File: src/hdl/erl_pkg.sv
// Shared types and constants for the extent run list decoder.
// No dependencies; imported by every module of the block.
package erl_pkg;

   localparam int MAX_FIELD_BYTES = 8;
   localparam int QUEUE_DEPTH     = 2;
   localparam int QPTR_W          = $clog2(QUEUE_DEPTH);
   localparam int QCNT_W          = $clog2(QUEUE_DEPTH + 1);
   localparam logic [7:0] SPC_RESET = 8'd8;
   localparam logic [7:0] SIGN_BIT_MASK = 8'h80;

   typedef enum logic [1:0] {
      KIND_RUN = 2'd0,
      KIND_END = 2'd1,
      KIND_BAD = 2'd2,
      KIND_NEG = 2'd3
   } kind_type;

   typedef struct packed {
      logic [7:0] list_byte;
      logic       list_start;
   } req_type;

   typedef struct packed {
      logic [1:0]  result_kind;
      logic [63:0] run_start_sector;
      logic [63:0] run_sector_count;
      logic [63:0] total_cluster_count;
   } rsp_type;

   // Classified run handed from the parser to the scaling stage.
   typedef struct packed {
      kind_type    kind;
      logic [63:0] cluster;
      logic [63:0] length;
      logic [63:0] total;
   } cmd_type;

endpackage

File: src/hdl/erl_front.sv
// Byte parser: header decode, field assembly, cluster accumulation.
// Depends on erl_pkg; feeds erl_cmd_queue.
module erl_front (
   input  logic            clock,
   input  logic            reset,
   input  logic            accept,
   input  erl_pkg::req_type req_data,
   output logic            cmd_push,
   output erl_pkg::cmd_type cmd_data
);
   import erl_pkg::*;

   typedef enum logic [1:0] {
      PH_HALTED,
      PH_HEADER,
      PH_LENGTH,
      PH_OFFSET
   } phase_type;

   phase_type   phase_ff, phase_in;
   logic [3:0]  left_ff, left_in;
   logic [2:0]  pos_ff, pos_in;
   logic [3:0]  off_size_ff, off_size_in;
   logic [63:0] len_ff, len_in;
   logic [63:0] off_ff, off_in;
   logic [63:0] abs_ff, abs_in;
   logic [63:0] total_ff, total_in;

   always_comb begin
      phase_type   ph;
      logic [7:0]  b;
      logic [3:0]  len_size;
      logic [3:0]  off_size;
      logic [63:0] abs_cur;
      logic [63:0] total_cur;
      logic [63:0] shifted;
      logic [63:0] len_new;
      logic [63:0] off_new;
      logic        finish;
      logic [63:0] fin_len;
      logic [63:0] fin_off;
      logic [63:0] abs_new;
      logic [63:0] total_new;

      b         = req_data.list_byte;
      len_size  = b[3:0];
      off_size  = b[7:4];
      ph        = req_data.list_start ? PH_HEADER : phase_ff;
      abs_cur   = req_data.list_start ? 64'd0 : abs_ff;
      total_cur = req_data.list_start ? 64'd0 : total_ff;
      shifted   = 64'(b) << {pos_ff, 3'b000};
      len_new   = len_ff | shifted;
      off_new   = off_ff | shifted;
      finish    = 1'b0;
      fin_len   = len_ff;
      fin_off   = 64'd0;
      abs_new   = abs_cur;
      total_new = total_cur;

      phase_in    = phase_ff;
      left_in     = left_ff;
      pos_in      = pos_ff;
      off_size_in = off_size_ff;
      len_in      = len_ff;
      off_in      = off_ff;
      abs_in      = abs_ff;
      total_in    = total_ff;
      cmd_push    = 1'b0;
      cmd_data    = '{kind: KIND_END, cluster: 64'd0, length: 64'd0, total: total_cur};

      if (accept) begin
         abs_in   = abs_cur;
         total_in = total_cur;
         case (ph)
            PH_HEADER: begin
               if (b == 8'd0) begin
                  phase_in      = PH_HALTED;
                  cmd_push      = 1'b1;
                  cmd_data.kind = KIND_END;
               end else if (len_size == 4'd0 || len_size > 4'(MAX_FIELD_BYTES) ||
                            off_size > 4'(MAX_FIELD_BYTES)) begin
                  phase_in      = PH_HALTED;
                  cmd_push      = 1'b1;
                  cmd_data.kind = KIND_BAD;
               end else begin
                  left_in     = len_size;
                  off_size_in = off_size;
                  pos_in      = 3'd0;
                  len_in      = 64'd0;
                  off_in      = 64'd0;
                  phase_in    = PH_LENGTH;
               end
            end
            PH_LENGTH: begin
               len_in  = len_new;
               pos_in  = pos_ff + 3'd1;
               left_in = left_ff - 4'd1;
               if (left_ff == 4'd1) begin
                  if (off_size_ff == 4'd0) begin
                     finish  = 1'b1;
                     fin_len = len_new;
                  end else begin
                     left_in  = off_size_ff;
                     pos_in   = 3'd0;
                     phase_in = PH_OFFSET;
                  end
               end
            end
            PH_OFFSET: begin
               off_in  = off_new;
               pos_in  = pos_ff + 3'd1;
               left_in = left_ff - 4'd1;
               if (left_ff == 4'd1) begin
                  finish  = 1'b1;
                  fin_off = off_new;
                  // sign-extend a short offset field
                  if ((b & SIGN_BIT_MASK) != 8'd0 && off_size_ff < 4'd8)
                     fin_off = off_new | (~64'd0 << {off_size_ff[2:0], 3'b000});
               end
            end
            default: ;
         endcase

         if (finish) begin
            total_new = total_cur + fin_len;
            abs_new   = abs_cur + fin_off;
            total_in  = total_new;
            abs_in    = abs_new;
            cmd_push  = 1'b1;
            cmd_data  = '{kind: abs_new[63] ? KIND_NEG : KIND_RUN, cluster: abs_new,
                          length: fin_len, total: total_new};
            phase_in  = abs_new[63] ? PH_HALTED : PH_HEADER;
         end
      end
   end

   always_ff @(posedge clock) begin
      if (reset) begin
         phase_ff    <= PH_HALTED;
         left_ff     <= 4'd0;
         pos_ff      <= 3'd0;
         off_size_ff <= 4'd0;
         len_ff      <= 64'd0;
         off_ff      <= 64'd0;
         abs_ff      <= 64'd0;
         total_ff    <= 64'd0;
      end else begin
         phase_ff    <= phase_in;
         left_ff     <= left_in;
         pos_ff      <= pos_in;
         off_size_ff <= off_size_in;
         len_ff      <= len_in;
         off_ff      <= off_in;
         abs_ff      <= abs_in;
         total_ff    <= total_in;
      end
   end

endmodule

File: src/hdl/erl_cmd_queue.sv
// Two-entry queue of classified runs between the parser and the scaling stage.
// Depends on erl_pkg.
module erl_cmd_queue (
   input  logic             clock,
   input  logic             reset,
   input  logic             push,
   input  erl_pkg::cmd_type push_data,
   output logic             full,
   input  logic             pop,
   output logic             empty,
   output erl_pkg::cmd_type pop_data
);
   import erl_pkg::*;

   cmd_type           slot_ff [QUEUE_DEPTH];
   logic [QPTR_W-1:0] wr_ff, wr_in;
   logic [QPTR_W-1:0] rd_ff, rd_in;
   logic [QCNT_W-1:0] count_ff, count_in;
   logic              do_push, do_pop;

   assign full     = (count_ff == QCNT_W'(QUEUE_DEPTH));
   assign empty    = (count_ff == '0);
   assign pop_data = slot_ff[rd_ff];
   assign do_push  = push && !full;
   assign do_pop   = pop && !empty;

   always_comb begin
      wr_in    = do_push ? wr_ff + 1'b1 : wr_ff;
      rd_in    = do_pop ? rd_ff + 1'b1 : rd_ff;
      count_in = count_ff;
      if (do_push && !do_pop)
         count_in = count_ff + 1'b1;
      else if (do_pop && !do_push)
         count_in = count_ff - 1'b1;
   end

   always_ff @(posedge clock) begin
      if (reset) begin
         wr_ff    <= '0;
         rd_ff    <= '0;
         count_ff <= '0;
      end else begin
         wr_ff    <= wr_in;
         rd_ff    <= rd_in;
         count_ff <= count_in;
      end
      if (do_push)
         slot_ff[wr_ff] <= push_data;
   end

endmodule

File: src/hdl/erl_back.sv
// Scaling stage: clusters to sectors, result queue, sectors-per-cluster register.
// Depends on erl_pkg; drains erl_cmd_queue.
module erl_back (
   input  logic             clock,
   input  logic             reset,
   input  logic             cmd_empty,
   input  erl_pkg::cmd_type cmd_data,
   output logic             cmd_pop,
   input  logic             csr_valid,
   output logic             csr_ready,
   input  logic [7:0]       csr_data,
   output logic             rsp_empty,
   input  logic             rsp_pop,
   output erl_pkg::rsp_type rsp_data
);
   import erl_pkg::*;

   logic [7:0]        spc_ff;
   rsp_type           slot_ff [QUEUE_DEPTH];
   logic [QPTR_W-1:0] wr_ff, wr_in;
   logic [QPTR_W-1:0] rd_ff, rd_in;
   logic [QCNT_W-1:0] count_ff, count_in;
   logic              do_pop;
   logic [63:0]       start_prod;
   logic [63:0]       count_prod;
   rsp_type           scaled;

   assign csr_ready = 1'b1;
   assign rsp_empty = (count_ff == '0);
   assign rsp_data  = slot_ff[rd_ff];
   assign do_pop    = rsp_pop && !rsp_empty;
   assign cmd_pop   = !cmd_empty && (count_ff != QCNT_W'(QUEUE_DEPTH));

   assign start_prod = cmd_data.cluster * {56'd0, spc_ff};
   assign count_prod = cmd_data.length * {56'd0, spc_ff};

   always_comb begin
      scaled.result_kind         = cmd_data.kind;
      scaled.run_start_sector    = (cmd_data.kind == KIND_RUN) ? start_prod : 64'd0;
      scaled.run_sector_count    = (cmd_data.kind == KIND_RUN) ? count_prod : 64'd0;
      scaled.total_cluster_count = cmd_data.total;
   end

   always_comb begin
      wr_in    = cmd_pop ? wr_ff + 1'b1 : wr_ff;
      rd_in    = do_pop ? rd_ff + 1'b1 : rd_ff;
      count_in = count_ff;
      if (cmd_pop && !do_pop)
         count_in = count_ff + 1'b1;
      else if (do_pop && !cmd_pop)
         count_in = count_ff - 1'b1;
   end

   always_ff @(posedge clock) begin
      if (reset) begin
         spc_ff   <= SPC_RESET;
         wr_ff    <= '0;
         rd_ff    <= '0;
         count_ff <= '0;
      end else begin
         if (csr_valid && csr_ready)
            spc_ff <= csr_data;
         wr_ff    <= wr_in;
         rd_ff    <= rd_in;
         count_ff <= count_in;
      end
      if (cmd_pop)
         slot_ff[wr_ff] <= scaled;
   end

endmodule

File: src/hdl/extent_run_list_decoder_unit.sv
// Top level of the extent run list decoder.
// Depends on erl_pkg, erl_front, erl_cmd_queue and erl_back.
//
// Usage:
//   Input channel (req_): the run list one byte a beat; list_start marks the
//   header byte of a new list and clears the cluster totals. A beat is taken
//   when req_push is high and req_full is low.
//   Result channel (rsp_): queue read side. The oldest result sits on rsp_data
//   while rsp_empty is low and leaves on a cycle with rsp_pop high.
//   Config (csr_): sectors-per-cluster write, always ready, taken when
//   csr_valid is high.
// Timing:
//   A byte that completes a run, ends the list or fails lands in the run queue
//   at the edge that takes it; the scaling multiply moves it into the result
//   queue when that queue has room, and it then shows on rsp_data. One byte
//   per cycle is sustained while req_full is low; the two-entry run queue
//   and the two-entry result queue keep both sides moving.
// Reset (synchronous): queues empty, parser halted until list_start,
//   sectors per cluster = 8.
// Stall: when results are not popped the result queue fills, then the run
//   queue, and req_full rises; nothing is dropped.
module extent_run_list_decoder_unit (
   input  logic             clock,
   input  logic             reset,
   input  logic             req_push,
   output logic             req_full,
   input  erl_pkg::req_type req_data,
   output logic             rsp_empty,
   input  logic             rsp_pop,
   output erl_pkg::rsp_type rsp_data,
   input  logic             csr_valid,
   output logic             csr_ready,
   input  logic [7:0]       csr_data
);
   import erl_pkg::*;

   logic    accept;
   logic    cmd_push;
   cmd_type cmd_in;
   logic    cmd_full;
   logic    cmd_empty;
   logic    cmd_pop;
   cmd_type cmd_out;

   assign req_full = cmd_full;
   assign accept   = req_push && !cmd_full;

   erl_front u_front (
      .clock    (clock),
      .reset    (reset),
      .accept   (accept),
      .req_data (req_data),
      .cmd_push (cmd_push),
      .cmd_data (cmd_in)
   );

   erl_cmd_queue u_queue (
      .clock     (clock),
      .reset     (reset),
      .push      (cmd_push),
      .push_data (cmd_in),
      .full      (cmd_full),
      .pop       (cmd_pop),
      .empty     (cmd_empty),
      .pop_data  (cmd_out)
   );

   erl_back u_back (
      .clock     (clock),
      .reset     (reset),
      .cmd_empty (cmd_empty),
      .cmd_data  (cmd_out),
      .cmd_pop   (cmd_pop),
      .csr_valid (csr_valid),
      .csr_ready (csr_ready),
      .csr_data  (csr_data),
      .rsp_empty (rsp_empty),
      .rsp_pop   (rsp_pop),
      .rsp_data  (rsp_data)
   );

endmodule

File: config.mk
export PLATFORM = sky130hd
export DESIGN_NAME = extent_run_list_decoder_unit
export DESIGN_NICKNAME = d
export VERILOG_FILES = /design/src/hdl/erl_pkg.sv /design/src/hdl/erl_front.sv /design/src/hdl/erl_cmd_queue.sv /design/src/hdl/erl_back.sv /design/src/hdl/extent_run_list_decoder_unit.sv
export SDC_FILE = /design/constraint.sdc
export NUM_CORES = 2
export LEC_CHECK = 0
export BUFFER_PORTS_ARGS = -buffer_cell sky130_fd_sc_hd__buf_2
export CAP_MARGIN = 20
export CORE_UTILIZATION = 60
export CTS_CLUSTER_DIAMETER = 150
export DETAILED_ROUTE_END_ITERATION = 8
export HOLD_SLACK_MARGIN = 0.03
export PLACE_DENSITY_LB_ADDON = 0.3
export SLEW_MARGIN = 20
export SYNTH_ARGS = -nofsm -noshare
export SYNTH_HDL_FRONTEND = slang
export SYNTH_SLANG_ARGS = --single-unit
File: constraint.sdc
create_clock -name clock -period 20.2 [get_ports clock]
set_input_delay 6.06 -clock clock [delete_from_list [all_inputs] [get_ports clock]]
set_output_delay 6.06 -clock clock [all_outputs]
set_load 0.03 [all_outputs]
==> out/qor.yml <==
worst_r2r_path_depth: 22
async_flop_share_pct: 0
synth_edf_count: 776
crit_path_end_kind: "flip-flop"
nNetsFinal: 8513
p_leak_uw: 0.0351
vdd_ir_drop_max_mv: 0.101
wl_met3_microns: 11800
top_layer: "met5"
worstPathArrival_ps: 12160
worst_hold_path_type: "flip-flop to flip-flop"
postLayoutCellArea_sq_um: 84400
synthAdderAreaFrac_pct: 22.3
cts_tree: "built"
cts_made_buffers: 108
ys_seq_elements: 1063
critPathMaxFanout: 46
cap_viol_max_count: 0
ctsHoldBuffers: 0
synth_xor_area_share_pct: 2.77
fillers: 10200
dieWidth_microns: 363
yosysSeqAreaShare_pct: 37.1
syn_area_sq_um: 78300
finalHoldViolCount: 0
dp_hpwl_microns: 140000
critPathKind: "input pin to flip-flop"
post_cts_buffers: 0
ant_nets: 0
fp-row-count: 132
crit_path_start_kind: "input pin"
synth-simple-area-share_pct: 16.3
finalSetupViolations: 0
ys.flop_type: "edfxtp_1"
rsz0062_at_grt: "false"
drtIter0Drc: 4948
muxShareOfSynthArea_pct: 5.73
initial_utilization_pct: 60.5
die_y_microns: 363
die_area_sq_um: 132000
hold_depth: 2
met2_length_microns: 93100
antenna_found_initial: 4
grt_max_degree: 126
status: "finished clean"
required_ps: 20680
clock_latency_ps: 760
avgRoutedWirePerCell_microns: 20.8
synthCells: 7506
grt_usage_pct: 29.4
ctsResizeCount: 0
fin_cells: 9348
syn_nets: 8504
port_buffers: 217
h-tree-depth: 3
clock_path_buffers: 3
postSynthAreaPerCell_sq_um: 10.4
pre_cts_ws_ps: 7920
drc_errors: 0
synth_top_family_by_area: "adder cells"
detail_route.vias_per_cell: 5.95
power_density_nw_per_um2: 129
dp.cells: 9147
synth_compound_area_share_pct: 10.9
relSlewSlack_pct: 20.2
worstMarginPinSlew_ps: 1160
finalCritPeriodShare_pct: 57.8
vias: 55600
synthDistinctLibCells: 90
gr-total-overflow: 0
first_pass_iters: 6
max_freq_ghz: 0.0856
finalWorstSetupSlack_ps: 8520
setup_tns_ps: 0
postPlaceCellArea_sq_um: 80900
cts-root-buf: "clkbuf_16"
layout_commonest_cell: "nor2b_1"
wl_met1_microns: 82900
layout_common_cells: "nor2b_1, edfxtp_1, fa_1"
netlist_top_cells_area: "edfxtp_1, fa_1, dfxtp_1"
drive_gt1_share_pct: 11.3
synth_warnings: 0
grt_pass1_vias: 55900
io_pins: 219
area_delta_synth_final_pct: 7.78
yosysTopAreaCellShare_pct: 29.8
coreArea_sq_um: 129000
cts_sinks: 1063
clock_skew_ps: 57.6
synth_largest_area_cell: "edfxtp_1"
clk_pin_slew_ps: 60
fin_crit_ps: 11680
gp_congestion: 0.950
drt-total-wl_microns: 195000
grt_pass1_wl_microns: 307000
drv_slew: 0
-- per-layer routing --
metal / up-vias / track usage (%)
met4: 4 / 10.4
met3: 367 / 3.92
met2: 1875 / 48.8
li1: 25500 / -
met5: - / 0
met1: 27900 / 39.7
-- power breakdown --
group | switching, uW | internal [uW]
registers | 116 | 2880
logic | 3730 | 2170
clock network | 869 | 1090
total | 4720 | 6140
-- final timing paths --
check                                         from                     end  slack [ps]
worst max-delay path                   req_data[0]  u_queue.slot_ff[0][54]        8520
worst max register to register           flip-flop  u_back.slot_ff[0][187]       11100
worst min-delay path            u_front.abs_ff[59]      u_front.abs_ff[59]         450
worst min register to register  u_front.abs_ff[59]      u_front.abs_ff[59]         450
-- worst max-delay path: stages --
cell and delay, ps:
buf_4 470, nor2b_1 300, ha_1 410, and3_2 450, a31o_2 340, ha_1 230
fa_1 490, a211oi_1 340, o21bai_1 150, and3_1 240, o21ai_0 490, o211ai_1 360
a21oi_1 500, o211ai_1 230, a21oi_1 520, o21ai_0 180, xor2_1 180, a22o_1 200
-- cells in the mapped netlist (58+ instances only) --
cell and n:
dfxtp_1 287, o21bai_1 58, mux2_2 291, clkbuf_1 391
nand2b_1 132, nor2b_1 863, xnor2_1 129, mux2i_1 121
and2_1 131, edfxtp_1 776, a211oi_1 84, nor2_1 605
ha_1 278, and3_1 100, inv_1 613, fa_1 698
a21o_1 189, xor2_1 119, a21oi_1 408, nand2_1 399
o21ai_0 225, a31oi_1 114
-- area by class of cell --
type,instances,area (sq um),share of cell area [%]
multi-input cells,5421,45600,54.0
inverters,614,2300,2.73
diodes,1,2.50,0.00297
well taps,1742,2180,2.58
clock inverters,53,518,0.614
clock buffers,147,2950,3.50
flip-flops and latches,1063,29100,34.4
repair buffers,307,1800,2.13
-- logic make-up (layout without fill, tap and decap cells) --
kind of cell / Yosys count / in the layout
compound gates: 1333 / 1333
fa+ha+maj: 976 / 976
mux: 412 / 412
simple gates: 2451 / 2451
xor+xnor: 248 / 248
buf+inv: 1022 / 1121
flops: 1063 / 1063
other cells: 1 / 2
-- flip-flops by register name, indices dropped and copies added (netlist names), named ones only --
signal               cells
u_queue.rd_ff            1
u_back.wr_ff             1
u_front.total_ff        64
u_front.pos_ff           3
u_front.len_ff          64
u_queue.slot_ff        388
u_front.left_ff          4
u_back.rd_ff             1
u_back.count_ff          2
u_back.slot_ff         388
u_queue.wr_ff            1
u_front.off_ff          64
u_front.phase_ff         2
u_front.abs_ff          64
u_front.off_size_ff      4
u_queue.count_ff         2
u_back.spc_ff            8
-- stage by stage --
stage	power (uW)	hold slack (ps)	util (%)
2_1_floorplan	7490	417	-
3_3_place_gp	8740	426	62.5
3_5_place_dp	8900	439	62.5
4_1_cts	10900	453	65.2
5_1_grt	11600	474	65.2
6_report	10900	449	65.2
Power figures use the tool's default switching activity.
